`src/design/vpa_pkg.sv`:
```
// ----------------------------------------------------------------------------
// vpa_pkg: shared types and codes of the partition allocator
// Beat structures, table entry layout, operation and result codes, and the
// command and status bundles between controller and datapath.
// ----------------------------------------------------------------------------
package vpa_pkg;

    localparam int MAX_PARTS_DEF = 32;
    localparam int CFG_IDX_W     = 2;
    localparam int CFG_DATA_W    = 16;

    localparam logic [1:0] FUNC_ALLOC   = 2'd0;
    localparam logic [1:0] FUNC_RELEASE = 2'd1;
    localparam logic [1:0] FUNC_READ    = 2'd2;
    localparam logic [1:0] FUNC_SPARE   = 2'd3;

    localparam logic [2:0] ST_OK        = 3'd0;
    localparam logic [2:0] ST_NO_FIT    = 3'd1;
    localparam logic [2:0] ST_FULL      = 3'd2;
    localparam logic [2:0] ST_NOT_FOUND = 3'd3;
    localparam logic [2:0] ST_BAD_INDEX = 3'd4;

    localparam logic [1:0] POL_FIRST = 2'd0;
    localparam logic [1:0] POL_BEST  = 2'd1;
    localparam logic [1:0] POL_WORST = 2'd2;

    localparam logic [CFG_IDX_W-1:0] REG_MEM_SIZE   = 2'd0;
    localparam logic [CFG_IDX_W-1:0] REG_FIT_POLICY = 2'd1;

    typedef struct packed {
        logic [1:0]  func;
        logic [15:0] req_size;
        logic [15:0] release_id;
        logic [4:0]  entry_index;
    } t_in_beat;

    typedef struct packed {
        logic [2:0]  status;
        logic [15:0] proc_id;
        logic [4:0]  part_index;
        logic [15:0] part_size;
        logic        part_used;
        logic [5:0]  part_count;
    } t_out_beat;

    typedef struct packed {
        logic [15:0] size;
        logic        used;
        logic [15:0] owner;
    } t_entry;

    typedef logic [3:0] t_op;
    localparam t_op OP_NONE       = 4'd0;
    localparam t_op OP_INIT       = 4'd1;
    localparam t_op OP_ACCEPT     = 4'd2;
    localparam t_op OP_SCAN       = 4'd3;
    localparam t_op OP_SHUP_START = 4'd4;
    localparam t_op OP_SHUP       = 4'd5;
    localparam t_op OP_SPLHI      = 4'd6;
    localparam t_op OP_SPLLO      = 4'd7;
    localparam t_op OP_RN_REQ     = 4'd8;
    localparam t_op OP_RN_CAP     = 4'd9;
    localparam t_op OP_RWR        = 4'd10;
    localparam t_op OP_SHDN       = 4'd11;
    localparam t_op OP_RFIN       = 4'd12;
    localparam t_op OP_RD_REQ     = 4'd13;
    localparam t_op OP_OUT_LOAD   = 4'd14;

    typedef logic [2:0] t_res;
    localparam t_res RES_NONE      = 3'd0;
    localparam t_res RES_ALLOC_OK  = 3'd1;
    localparam t_res RES_NO_FIT    = 3'd2;
    localparam t_res RES_FULL      = 3'd3;
    localparam t_res RES_NOT_FOUND = 3'd4;
    localparam t_res RES_REL_OK    = 3'd5;
    localparam t_res RES_BAD_INDEX = 3'd6;
    localparam t_res RES_READ      = 3'd7;

    typedef struct packed {
        t_op  op;
        t_res res;
    } t_cmd;

    typedef struct packed {
        logic [1:0] in_func;
        logic       is_alloc;
        logic       scan_done;
        logic       found;
        logic       exact;
        logic       full;
        logic       shup_done;
        logic       shdn_done;
        logic       idx_bad;
        logic       out_free;
    } t_stat;

endpackage

```
`src/design/variable_partition_allocator_top.sv`:
```
// ----------------------------------------------------------------------------
// variable_partition_allocator_top: variable-partition memory allocator
// Address-ordered partition table with first, best or worst fit allocation,
// release with merging of free neighbors, and entry readout.
// ----------------------------------------------------------------------------
// Allocate and release scan the table one entry per cycle through the single
// RAM read port, then shift entries one per cycle where needed. One operation
// is in flight at once, and a stalled result holds the next one. After reset
// the INIT state loads entry 0 with the memory size before the first beat is
// taken; configuration writes are accepted from the cycle after.
module variable_partition_allocator_top #(
    parameter int MAX_PARTS = vpa_pkg::MAX_PARTS_DEF
) (
    input  logic                           i_clk,
    input  logic                           i_rst_n,
    input  logic                           i_in_valid,
    output logic                           o_in_stall,
    input  vpa_pkg::t_in_beat              i_in_beat,
    output logic                           o_out_valid,
    input  logic                           i_out_stall,
    output vpa_pkg::t_out_beat             o_out_beat,
    input  logic                           i_cfg_valid,
    output logic                           o_cfg_ready,
    input  logic [vpa_pkg::CFG_IDX_W-1:0]  i_cfg_index,
    input  logic [vpa_pkg::CFG_DATA_W-1:0] i_cfg_data
);
    import vpa_pkg::*;

    t_cmd  w_cmd;
    t_stat w_stat;

    vpa_ctrl u_ctrl (
        .i_clk       (i_clk),
        .i_rst_n     (i_rst_n),
        .i_in_valid  (i_in_valid),
        .o_in_stall  (o_in_stall),
        .o_cfg_ready (o_cfg_ready),
        .i_stat      (w_stat),
        .o_cmd       (w_cmd)
    );

    vpa_datapath #(.MAX_PARTS(MAX_PARTS)) u_dp (
        .i_clk       (i_clk),
        .i_rst_n     (i_rst_n),
        .i_cmd       (w_cmd),
        .o_stat      (w_stat),
        .i_in_beat   (i_in_beat),
        .o_out_beat  (o_out_beat),
        .o_out_valid (o_out_valid),
        .i_out_stall (i_out_stall),
        .i_cfg_we    (i_cfg_valid && o_cfg_ready),
        .i_cfg_index (i_cfg_index),
        .i_cfg_data  (i_cfg_data)
    );

    a_busy_after_accept: assert property (@(posedge i_clk) disable iff (!i_rst_n)
        (i_in_valid && !o_in_stall && i_in_beat.func != FUNC_SPARE) |=> o_in_stall)
        else $error("block idle right after accepting an operation");

    a_split_not_full: assert property (@(posedge i_clk) disable iff (!i_rst_n)
        (w_cmd.op == OP_SPLHI) |-> !w_stat.full)
        else $error("split issued on a full table");

    a_bad_index_zero: assert property (@(posedge i_clk) disable iff (!i_rst_n)
        (o_out_valid && o_out_beat.status == ST_BAD_INDEX) |->
        (o_out_beat.proc_id == 16'd0 && o_out_beat.part_size == 16'd0))
        else $error("bad index result carries data");
endmodule

```
`src/design/vpa_ram.sv`:
```
// ----------------------------------------------------------------------------
// vpa_ram: generic simple dual-port RAM
// One write port and one read port with registered read data.
// ----------------------------------------------------------------------------
module vpa_ram #(
    parameter int WIDTH = 8,
    parameter int DEPTH = 32
) (
    input  logic                     i_clk,
    input  logic                     i_we,
    input  logic [$clog2(DEPTH)-1:0] i_waddr,
    input  logic [WIDTH-1:0]         i_wdata,
    input  logic [$clog2(DEPTH)-1:0] i_raddr,
    output logic [WIDTH-1:0]         o_rdata
);
    logic [WIDTH-1:0] r_mem [DEPTH];

    always_ff @(posedge i_clk) begin
        if (i_we) begin
            r_mem[i_waddr] <= i_wdata;
        end
        o_rdata <= r_mem[i_raddr];
    end
endmodule

```
`src/design/vpa_datapath.sv`:
```
// ----------------------------------------------------------------------------
// vpa_datapath: partition table, scan unit and result register
// Executes one command per cycle against the partition RAM and keeps the
// configuration, counters and the output beat register.
// ----------------------------------------------------------------------------
module vpa_datapath #(
    parameter int MAX_PARTS = vpa_pkg::MAX_PARTS_DEF
) (
    input  logic                             i_clk,
    input  logic                             i_rst_n,
    input  vpa_pkg::t_cmd                    i_cmd,
    output vpa_pkg::t_stat                   o_stat,
    input  vpa_pkg::t_in_beat                i_in_beat,
    output vpa_pkg::t_out_beat               o_out_beat,
    output logic                             o_out_valid,
    input  logic                             i_out_stall,
    input  logic                             i_cfg_we,
    input  logic [vpa_pkg::CFG_IDX_W-1:0]    i_cfg_index,
    input  logic [vpa_pkg::CFG_DATA_W-1:0]   i_cfg_data
);
    import vpa_pkg::*;

    localparam int AW = $clog2(MAX_PARTS);
    localparam int CW = $clog2(MAX_PARTS + 1);
    localparam int XW = (AW > 5) ? AW : 5;
    localparam int KW = (CW > 6) ? CW : 6;
    localparam int IW = (CW > 5) ? CW : 5;

    logic [15:0]   r_mem_size, n_mem_size;
    logic [1:0]    r_policy, n_policy;
    logic [CW-1:0] r_count, n_count;
    logic [15:0]   r_next_id, n_next_id;
    logic [1:0]    r_func, n_func;
    logic [15:0]   r_req, n_req;
    logic [15:0]   r_rid, n_rid;
    logic [4:0]    r_idx, n_idx;
    logic [15:0]   r_id, n_id;
    logic [CW-1:0] r_ptr, n_ptr;
    logic          r_dv, n_dv;
    logic [AW-1:0] r_ev, n_ev;
    logic          r_found, n_found;
    logic [AW-1:0] r_pick, n_pick;
    logic [15:0]   r_best, n_best;
    t_entry        r_pick_ent, n_pick_ent;
    t_entry        r_last, n_last;
    t_entry        r_prev, n_prev;
    t_entry        r_next, n_next;
    logic          r_has_next, n_has_next;
    logic [CW-1:0] r_sr, n_sr;
    logic [AW-1:0] r_sw, n_sw;
    logic          r_sdv, n_sdv;
    logic [1:0]    r_k, n_k;
    logic [AW-1:0] r_p, n_p;
    logic [15:0]   r_psize, n_psize;
    t_out_beat     r_res, n_res;
    t_out_beat     r_out, n_out;
    logic          r_out_valid, n_out_valid;

    logic          ram_we;
    logic [AW-1:0] ram_waddr;
    t_entry        ram_wdata;
    logic [AW-1:0] ram_raddr;
    t_entry        ram_q;

    logic          cand, left, right, rel_match;
    logic [15:0]   left_amt;
    logic [XW-1:0] idx_x;

    function automatic logic [4:0] idx5(input logic [AW-1:0] a);
        logic [XW-1:0] t;
        t = XW'(a);
        return t[4:0];
    endfunction

    function automatic logic [5:0] cnt6(input logic [CW-1:0] c);
        logic [KW-1:0] t;
        t = KW'(c);
        return t[5:0];
    endfunction

    vpa_ram #(.WIDTH($bits(t_entry)), .DEPTH(MAX_PARTS)) u_ram (
        .i_clk   (i_clk),
        .i_we    (ram_we),
        .i_waddr (ram_waddr),
        .i_wdata (ram_wdata),
        .i_raddr (ram_raddr),
        .o_rdata (ram_q)
    );

    assign idx_x     = XW'(r_idx);
    assign cand      = (r_req != 16'd0) && !ram_q.used && (ram_q.size >= r_req);
    assign left_amt  = ram_q.size - r_req;
    assign rel_match = ram_q.used && (ram_q.owner == r_rid);
    assign left      = (r_pick != '0) && !r_prev.used;
    assign right     = r_has_next && !r_next.used;

    always_comb begin
        o_stat.in_func   = i_in_beat.func;
        o_stat.is_alloc  = (r_func == FUNC_ALLOC);
        o_stat.scan_done = (r_found && ((r_func != FUNC_ALLOC) ||
                           (r_policy != POL_BEST && r_policy != POL_WORST))) ||
                           ((r_ptr >= r_count) && !r_dv);
        o_stat.found     = r_found;
        o_stat.exact     = (r_pick_ent.size == r_req);
        o_stat.full      = (r_count >= CW'(MAX_PARTS));
        o_stat.shup_done = !(r_sr > CW'(r_pick)) && !r_sdv;
        o_stat.shdn_done = !((r_k != 2'd0) && (r_sr < r_count)) && !r_sdv;
        o_stat.idx_bad   = (IW'(r_idx) >= IW'(r_count));
        o_stat.out_free  = !r_out_valid || !i_out_stall;
    end

    always_comb begin
        n_mem_size  = r_mem_size;
        n_policy    = r_policy;
        n_count     = r_count;
        n_next_id   = r_next_id;
        n_func      = r_func;
        n_req       = r_req;
        n_rid       = r_rid;
        n_idx       = r_idx;
        n_id        = r_id;
        n_ptr       = r_ptr;
        n_dv        = r_dv;
        n_ev        = r_ev;
        n_found     = r_found;
        n_pick      = r_pick;
        n_best      = r_best;
        n_pick_ent  = r_pick_ent;
        n_last      = r_last;
        n_prev      = r_prev;
        n_next      = r_next;
        n_has_next  = r_has_next;
        n_sr        = r_sr;
        n_sw        = r_sw;
        n_sdv       = r_sdv;
        n_k         = r_k;
        n_p         = r_p;
        n_psize     = r_psize;
        n_res       = r_res;
        n_out       = r_out;
        n_out_valid = r_out_valid;
        ram_we      = 1'b0;
        ram_waddr   = '0;
        ram_wdata   = '0;
        ram_raddr   = '0;

        if (!i_out_stall) begin
            n_out_valid = 1'b0;
        end

        unique case (i_cmd.op)
            OP_NONE: begin
            end
            OP_INIT: begin
                ram_we    = 1'b1;
                ram_wdata = '{size: r_mem_size, used: 1'b0, owner: 16'd0};
                n_count   = CW'(1);
            end
            OP_ACCEPT: begin
                n_func  = i_in_beat.func;
                n_req   = i_in_beat.req_size;
                n_rid   = i_in_beat.release_id;
                n_idx   = i_in_beat.entry_index;
                n_ptr   = '0;
                n_dv    = 1'b0;
                n_found = 1'b0;
                if (i_in_beat.func == FUNC_ALLOC) begin
                    n_id      = r_next_id;
                    n_next_id = r_next_id + 16'd1;
                end
            end
            OP_SCAN: begin
                if (r_ptr < r_count) begin
                    ram_raddr = r_ptr[AW-1:0];
                    n_ptr     = r_ptr + CW'(1);
                    n_dv      = 1'b1;
                    n_ev      = r_ptr[AW-1:0];
                end else begin
                    n_dv = 1'b0;
                end
                if (r_dv) begin
                    n_last = ram_q;
                    if (r_func == FUNC_ALLOC) begin
                        if (cand && (!r_found ||
                            (r_policy == POL_BEST && left_amt < r_best) ||
                            (r_policy == POL_WORST && left_amt > r_best))) begin
                            n_found    = 1'b1;
                            n_pick     = r_ev;
                            n_best     = left_amt;
                            n_pick_ent = ram_q;
                        end
                    end else if (rel_match && !r_found) begin
                        n_found    = 1'b1;
                        n_pick     = r_ev;
                        n_pick_ent = ram_q;
                        n_prev     = r_last;
                    end
                end
            end
            OP_SHUP_START: begin
                n_sr  = r_count - CW'(1);
                n_sdv = 1'b0;
            end
            OP_SHUP: begin
                if (r_sr > CW'(r_pick)) begin
                    ram_raddr = r_sr[AW-1:0];
                    n_sr      = r_sr - CW'(1);
                    n_sdv     = 1'b1;
                    n_sw      = AW'(r_sr + CW'(1));
                end else begin
                    n_sdv = 1'b0;
                end
                if (r_sdv) begin
                    ram_we    = 1'b1;
                    ram_waddr = r_sw;
                    ram_wdata = ram_q;
                end
            end
            OP_SPLHI: begin
                ram_we    = 1'b1;
                ram_waddr = r_pick + AW'(1);
                ram_wdata = '{size: r_pick_ent.size - r_req, used: 1'b0, owner: 16'd0};
                n_count   = r_count + CW'(1);
            end
            OP_SPLLO: begin
                ram_we    = 1'b1;
                ram_waddr = r_pick;
                ram_wdata = '{size: r_req, used: 1'b1, owner: r_id};
            end
            OP_RN_REQ: begin
                ram_raddr  = r_pick + AW'(1);
                n_has_next = (CW'(r_pick) + CW'(1)) < r_count;
            end
            OP_RN_CAP: begin
                n_next = ram_q;
            end
            OP_RWR: begin
                n_p     = left ? (r_pick - AW'(1)) : r_pick;
                n_psize = r_pick_ent.size + (left ? r_prev.size : 16'd0)
                          + (right ? r_next.size : 16'd0);
                n_k     = {1'b0, left} + {1'b0, right};
                n_sr    = CW'(r_pick) + CW'(1) + CW'(right);
                n_sdv   = 1'b0;
                ram_we    = 1'b1;
                ram_waddr = n_p;
                ram_wdata = '{size: n_psize, used: 1'b0, owner: 16'd0};
            end
            OP_SHDN: begin
                if ((r_k != 2'd0) && (r_sr < r_count)) begin
                    ram_raddr = r_sr[AW-1:0];
                    n_sr      = r_sr + CW'(1);
                    n_sdv     = 1'b1;
                    n_sw      = AW'(r_sr - CW'(r_k));
                end else begin
                    n_sdv = 1'b0;
                end
                if (r_sdv) begin
                    ram_we    = 1'b1;
                    ram_waddr = r_sw;
                    ram_wdata = ram_q;
                end
            end
            OP_RFIN: begin
                n_count = r_count - CW'(r_k);
            end
            OP_RD_REQ: begin
                ram_raddr = idx_x[AW-1:0];
            end
            OP_OUT_LOAD: begin
                n_out       = r_res;
                n_out_valid = 1'b1;
            end
            default: begin
            end
        endcase

        unique case (i_cmd.res)
            RES_NONE: begin
            end
            RES_ALLOC_OK: begin
                n_res = '{status: ST_OK, proc_id: r_id, part_index: idx5(r_pick),
                          part_size: r_req, part_used: 1'b1, part_count: cnt6(r_count)};
            end
            RES_NO_FIT: begin
                n_res = '{status: ST_NO_FIT, proc_id: r_id, part_index: 5'd0,
                          part_size: 16'd0, part_used: 1'b0, part_count: cnt6(r_count)};
            end
            RES_FULL: begin
                n_res = '{status: ST_FULL, proc_id: r_id, part_index: 5'd0,
                          part_size: 16'd0, part_used: 1'b0, part_count: cnt6(r_count)};
            end
            RES_NOT_FOUND: begin
                n_res = '{status: ST_NOT_FOUND, proc_id: r_rid, part_index: 5'd0,
                          part_size: 16'd0, part_used: 1'b0, part_count: cnt6(r_count)};
            end
            RES_REL_OK: begin
                n_res = '{status: ST_OK, proc_id: r_rid, part_index: idx5(r_p),
                          part_size: r_psize, part_used: 1'b0,
                          part_count: cnt6(r_count - CW'(r_k))};
            end
            RES_BAD_INDEX: begin
                n_res = '{status: ST_BAD_INDEX, proc_id: 16'd0, part_index: 5'd0,
                          part_size: 16'd0, part_used: 1'b0, part_count: cnt6(r_count)};
            end
            RES_READ: begin
                n_res = '{status: ST_OK, proc_id: ram_q.used ? ram_q.owner : 16'd0,
                          part_index: r_idx, part_size: ram_q.size,
                          part_used: ram_q.used, part_count: cnt6(r_count)};
            end
            default: begin
            end
        endcase

        if (i_cfg_we) begin
            if (i_cfg_index == REG_MEM_SIZE) begin
                n_mem_size = i_cfg_data;
                n_count    = CW'(1);
                ram_we     = 1'b1;
                ram_waddr  = '0;
                ram_wdata  = '{size: i_cfg_data, used: 1'b0, owner: 16'd0};
            end else if (i_cfg_index == REG_FIT_POLICY) begin
                n_policy = i_cfg_data[1:0];
            end
        end
    end

    always_ff @(posedge i_clk) begin
        if (!i_rst_n) begin
            r_mem_size  <= 16'd1024;
            r_policy    <= 2'd0;
            r_count     <= CW'(1);
            r_next_id   <= 16'd0;
            r_func      <= FUNC_READ;
            r_ptr       <= '0;
            r_dv        <= 1'b0;
            r_found     <= 1'b0;
            r_sr        <= '0;
            r_sdv       <= 1'b0;
            r_k         <= 2'd0;
            r_has_next  <= 1'b0;
            r_out_valid <= 1'b0;
        end else begin
            r_mem_size  <= n_mem_size;
            r_policy    <= n_policy;
            r_count     <= n_count;
            r_next_id   <= n_next_id;
            r_func      <= n_func;
            r_ptr       <= n_ptr;
            r_dv        <= n_dv;
            r_found     <= n_found;
            r_sr        <= n_sr;
            r_sdv       <= n_sdv;
            r_k         <= n_k;
            r_has_next  <= n_has_next;
            r_out_valid <= n_out_valid;
        end
    end

    always_ff @(posedge i_clk) begin
        r_req      <= n_req;
        r_rid      <= n_rid;
        r_idx      <= n_idx;
        r_id       <= n_id;
        r_ev       <= n_ev;
        r_pick     <= n_pick;
        r_best     <= n_best;
        r_pick_ent <= n_pick_ent;
        r_last     <= n_last;
        r_prev     <= n_prev;
        r_next     <= n_next;
        r_sw       <= n_sw;
        r_p        <= n_p;
        r_psize    <= n_psize;
        r_res      <= n_res;
        r_out      <= n_out;
    end

    assign o_out_beat  = r_out;
    assign o_out_valid = r_out_valid;
endmodule

```
`src/design/vpa_ctrl.sv`:
```
// ----------------------------------------------------------------------------
// vpa_ctrl: operation sequencer of the partition allocator
// Steps each operation through scan, shift, merge and result phases and
// issues one datapath command per cycle.
// ----------------------------------------------------------------------------
module vpa_ctrl (
    input  logic           i_clk,
    input  logic           i_rst_n,
    input  logic           i_in_valid,
    output logic           o_in_stall,
    output logic           o_cfg_ready,
    input  vpa_pkg::t_stat i_stat,
    output vpa_pkg::t_cmd  o_cmd
);
    import vpa_pkg::*;

    localparam logic [3:0] S_IDLE    = 4'd0;
    localparam logic [3:0] S_INIT    = 4'd1;
    localparam logic [3:0] S_SCAN    = 4'd2;
    localparam logic [3:0] S_ALC_DEC = 4'd3;
    localparam logic [3:0] S_SHUP    = 4'd4;
    localparam logic [3:0] S_SPLHI   = 4'd5;
    localparam logic [3:0] S_SPLLO   = 4'd6;
    localparam logic [3:0] S_REL_DEC = 4'd7;
    localparam logic [3:0] S_RN_CAP  = 4'd8;
    localparam logic [3:0] S_RWR     = 4'd9;
    localparam logic [3:0] S_SHDN    = 4'd10;
    localparam logic [3:0] S_RFIN    = 4'd11;
    localparam logic [3:0] S_RD_DEC  = 4'd12;
    localparam logic [3:0] S_RD_CAP  = 4'd13;
    localparam logic [3:0] S_DONE    = 4'd14;

    logic [3:0] r_state, n_state;

    assign o_in_stall  = (r_state != S_IDLE);
    assign o_cfg_ready = (r_state != S_INIT);

    always_comb begin
        n_state   = r_state;
        o_cmd.op  = OP_NONE;
        o_cmd.res = RES_NONE;
        unique case (r_state)
            S_IDLE: begin
                if (i_in_valid) begin
                    o_cmd.op = OP_ACCEPT;
                    if (i_stat.in_func == FUNC_ALLOC || i_stat.in_func == FUNC_RELEASE) begin
                        n_state = S_SCAN;
                    end else if (i_stat.in_func == FUNC_READ) begin
                        n_state = S_RD_DEC;
                    end
                end
            end
            S_INIT: begin
                o_cmd.op = OP_INIT;
                n_state  = S_IDLE;
            end
            S_SCAN: begin
                if (i_stat.scan_done) begin
                    n_state = i_stat.is_alloc ? S_ALC_DEC : S_REL_DEC;
                end else begin
                    o_cmd.op = OP_SCAN;
                end
            end
            S_ALC_DEC: begin
                priority if (!i_stat.found) begin
                    o_cmd.res = RES_NO_FIT;
                    n_state   = S_DONE;
                end else if (i_stat.exact) begin
                    n_state = S_SPLLO;
                end else if (i_stat.full) begin
                    o_cmd.res = RES_FULL;
                    n_state   = S_DONE;
                end else begin
                    o_cmd.op = OP_SHUP_START;
                    n_state  = S_SHUP;
                end
            end
            S_SHUP: begin
                if (i_stat.shup_done) begin
                    n_state = S_SPLHI;
                end else begin
                    o_cmd.op = OP_SHUP;
                end
            end
            S_SPLHI: begin
                o_cmd.op = OP_SPLHI;
                n_state  = S_SPLLO;
            end
            S_SPLLO: begin
                o_cmd.op  = OP_SPLLO;
                o_cmd.res = RES_ALLOC_OK;
                n_state   = S_DONE;
            end
            S_REL_DEC: begin
                if (!i_stat.found) begin
                    o_cmd.res = RES_NOT_FOUND;
                    n_state   = S_DONE;
                end else begin
                    o_cmd.op = OP_RN_REQ;
                    n_state  = S_RN_CAP;
                end
            end
            S_RN_CAP: begin
                o_cmd.op = OP_RN_CAP;
                n_state  = S_RWR;
            end
            S_RWR: begin
                o_cmd.op = OP_RWR;
                n_state  = S_SHDN;
            end
            S_SHDN: begin
                if (i_stat.shdn_done) begin
                    n_state = S_RFIN;
                end else begin
                    o_cmd.op = OP_SHDN;
                end
            end
            S_RFIN: begin
                o_cmd.op  = OP_RFIN;
                o_cmd.res = RES_REL_OK;
                n_state   = S_DONE;
            end
            S_RD_DEC: begin
                if (i_stat.idx_bad) begin
                    o_cmd.res = RES_BAD_INDEX;
                    n_state   = S_DONE;
                end else begin
                    o_cmd.op = OP_RD_REQ;
                    n_state  = S_RD_CAP;
                end
            end
            S_RD_CAP: begin
                o_cmd.res = RES_READ;
                n_state   = S_DONE;
            end
            S_DONE: begin
                if (i_stat.out_free) begin
                    o_cmd.op = OP_OUT_LOAD;
                    n_state  = S_IDLE;
                end
            end
            default: begin
                n_state = S_INIT;
            end
        endcase
    end

    always_ff @(posedge i_clk) begin
        if (!i_rst_n) begin
            r_state <= S_INIT;
        end else begin
            r_state <= n_state;
        end
    end
endmodule
```
`config.mk`:
```
export PLATFORM = sky130hd
export DESIGN_NAME = variable_partition_allocator_top
export DESIGN_NICKNAME = d
export VERILOG_FILES = /design/src/design/vpa_pkg.sv /design/src/design/variable_partition_allocator_top.sv /design/src/design/vpa_ram.sv /design/src/design/vpa_datapath.sv /design/src/design/vpa_ctrl.sv
export SDC_FILE = /design/constraint.sdc
export NUM_CORES = 2
export LEC_CHECK = 0
export BUFFER_PORTS_ARGS = -buffer_cell sky130_fd_sc_hd__clkbuf_2
export CAP_MARGIN = 10
export CORE_ASPECT_RATIO = 0.9
export CORE_MARGIN = 3
export CORE_UTILIZATION = 50
export DETAILED_ROUTE_END_ITERATION = 6
export PLACE_DENSITY = 0.68
export SETUP_SLACK_MARGIN = 0.2
export SLEW_MARGIN = 20
export SYNTH_ARGS = -nofsm -noshare
export SYNTH_HDL_FRONTEND = slang
export SYNTH_SLANG_ARGS = --single-unit
```
`constraint.sdc`:
```
create_clock -name i_clk -period 5.4 [get_ports i_clk]
set_input_delay 0.27 -clock i_clk [delete_from_list [all_inputs] [get_ports i_clk]]
set_output_delay 0.27 -clock i_clk [all_outputs]
set_load 0.005 [all_outputs]
```
==> results by group <==
Status
  • Outcome: finished with violations
  • Failing checks: DRC

Pwr
  • Switching Share: 28.5%
  • Lkg Pwr: 23.3 nW
  • Seq pwr share: 48.9%
  • Switching pwr: 8.30 mW
  • Internal Power: 20.8 mW
  • Clock group share of total power: 33.8%
  • Total power: 29.1 mW
  • Power Dens Cells: 427 mW/mm^2
  • Gate power share: 17.3%
  • VDD IR max: 373 uV

GRT
  • GRT Residual Overflow: 0
  • Initial antenna violation count: 0
  • Global Route Usage Sum: 24.8%
  • Pin count of the biggest net entering global routing: 74
  • Vias in the first global route: 36,300
  • First-pass GRT wire length: 230 mm

Timing
  • Worst slew margin: 26.9%
  • Final Cycle Share: 89.7%
  • Unrepaired setup endpoints after global routing: no
  • Setup Viol. Count Final: 0
  • Slew of the pin with the lowest slew margin: 1100 ps
  • Hold Fails Final Rpt: 0
  • Min Tclk post-route: 4840 ps
  • Setup TNS: 0 ps
  • Max-slew violations: 0
  • Fmax: 206 MHz
  • Layout Skew: 27.8 ps

Placed design
  • Port buffer count: 111
  • HPWL after DPL: 97.7 mm
  • Dpl cells: 5,925
  • Routability cong.: 0.926

Clock tree
  • CTS tree: done
  • Worst-case clock buffer depth: 3
  • H-tree Lvls: 4
  • Worst skew pair latency: 780 ps
  • CTS Buf Count: 138
  • # clock sinks: 1,420
  • Clock root buffer: clkbuf_16
  • Clock Pin Slew Worst Setup and Hold Paths: 60 ps

Layout
  • Commonest non-fill, non-tap cell in the layout: edfxtp_1
  • Synth-to-layout area growth: 14.9%
  • Most frequent cells in the layout: 1,322 x edfxtp_1, 772 x nand2_1, 232 x nand3_1, 175 x mux2i_1, 142 x inv_1
  • Fill count: 9,163
  • Antenna fix cells: 0
  • # nets final: 4,744
  • Layout cells sized above 1: 13.5%
  • Post-Layout Cell Count: 6,243

Yosys
  • Mapped Cells: 4,309
  • Post-synth EDFFs: 1,322
  • Register area share after synthesis: 70.2%
  • YS warnings: 0
  • Async SR Flop Fraction: 0%
  • Mapped cell area: 0.0593 mm^2
  • Post-synth cell types: 96
  • Ys flop type: edfxtp_1
  • Syn_nets: 4,496
  • Syn Area/Cell: 13.8 um^2
  • Synth Register Bits: 1,420

Detailed routing
  • DRC: 13
  • DRT Pass-1 Iters: 7
  • Vias per std cell: 6.01
  • Routed WL per cell: 24.6 um
  • Iteration-0 DRC Markers: 4,537
  • Post-Route WL: 154 mm
  • Number of routed nets with antenna violations: 0
  • Via count: 37,500

Critical path
  • Crit path cell chain: ha_1 > inv_1 > fa_1 > nand2_1 > nand2_1 > a21oi_1 > o221ai_1 > a311o_1 > a31oi_1 > o21ai_0 > xor2_1 > ha_1 > nand4_1 > nor2_1 > nand3_1 > a21oi_1 > nand4b_1 > or3_1 > nand4_1 > a21oi_2 > buf_8
  • Worst setup SP type: flop
  • Crit Path Category: reg2reg
  • Worst Path Arrival: 5300 ps
  • Critical Path End Type: flop
  • R2R cell count: 21
  • Crit-path max FO: 21
  • CP max stage delay: 430 ps
  • Critical path's slowest cell: edfxtp_1
  • WP data required: 5850 ps

Die
  • Die width: 369 um
  • I/O pin total: 112
  • Core ar.: 0.117 mm^2
  • Die Y-Extent: 333 um
  • Die Area: 0.123 mm^2
  • # rows: 119
  • Initial Util: 50.6%

Flow run
  • Max Cap Viol: 0

Min path
  • Hold WC Path Type: in2reg
  • Hold depth: 4
-- worst max-delay path, delay by kind of cell, from the launching register on --
family	cells	cell delay (ps)
AND/OR/NAND/NOR	8	1080
buffers and inverters	2	290
flip-flops	1	430
AO/OA/AOI/OAI	7	1640
adder cells (fa/ha/maj)	3	910
XOR/XNOR	1	170
-- synth_stat cells, types with 81 or more instances --
library cell	instances	area [um^2]
dfxtp_1	98	1960
nand3_1	232	1160
ha_1	105	1310
nand2_1	773	2900
edfxtp_1	1322	39700
inv_1	143	537
nor2_1	132	495
buf_2	93	465
a21oi_1	132	661
a32oi_1	135	1180
mux2i_1	175	1750
clkbuf_1	111	417
a211oi_1	81	608
-- state kept, by name, indices dropped and copies added, names as in the netlist, 17 cells and up --
register / cells
u_dp.r_last: 17
u_dp.u_ram.o_rdata: 33
u_dp.r_next: 17
u_dp.u_ram.r_mem: 1056
u_dp.o_out_beat: 47
u_dp.r_prev: 17
u_dp.r_res: 47
-- path summary, 6_finish.rpt --
| check | from | endpoint | slack, ps |
|---|---|---|---|
| setup / recovery | u_dp.r_req[0] | u_dp.r_pick_ent[19] | 560 |
| hold / removal | i_in_valid | u_ctrl.r_state[1] | 160 |
| setup reg to reg | u_dp.r_req[0] | u_dp.r_pick_ent[19] | 560 |
| hold reg to reg | u_dp.r_res[18] | u_dp.o_out_beat[18] | 410 |
-- cell type report --
type	count	area, um^2	area share (%)
Tap cell	1573	1970	2.89
Sequential cell	1420	41700	61.1
Inverter	148	556	0.815
Timing Repair Buffer	341	2800	4.11
Clock buffer	177	3740	5.49
Clock inverter	76	882	1.29
Multi-Input combinational cell	2508	16600	24.3
-- repair_timing --
item                                   CTS  global route
hold buffers                            63             0
setup endpoints to repair                0            76
resized for setup                        0             9
endpoints found under the hold margin   59             0
buffers inserted                         0             1
-- routing by layer --
metal  vias to the layer above  part of all wire [%]  GRT usage (%)
met1                     18700                    43           36.3
li1                      16800                     -              -
met3                       256                   8.2           3.84
met4                         0                   2.7           8.00
met5                         -                     0              0
met2                      1754                    46           38.3
-- cells by family after synthesis --
logic type / count (synthesis) / synth area share [%]
fa+ha+maj: 125 / 2.89
simple gates: 1436 / 11.4
compound gates: 671 / 8.25
flops: 1420 / 70.2
mux: 176 / 2.97
buf+inv: 382 / 2.82
xor+xnor: 99 / 1.46
-- power groups by stage --
stage | sequential [mW] | clock, mW | combinational (mW)
after floorplan | 14.1 | 0 | 2.99
after global placement | 14.4 | 0 | 4.83
after detailed placement | 14.4 | 0 | 4.87
after CTS | 14.2 | 9.96 | 4.95
after global routing | 14.3 | 10.4 | 5.46
final | 14.2 | 9.84 | 5.03
-- metrics by stage --
step | utilization [%] | setup WS (ps) | hold slack, ps | cell area (um^2)
2_1_floorplan | - | 210 | 369 | 59400
3_3_place_gp | 53.6 | 484 | 400 | 62800
3_5_place_dp | 53.6 | 398 | 405 | 62800
4_1_cts | 58.0 | 368 | 92.1 | 68100
5_1_grt | 58.1 | 187 | 150 | 68200
6_report | 58.1 | 556 | 158 | 68200
(Power assumes the default switching activity.)
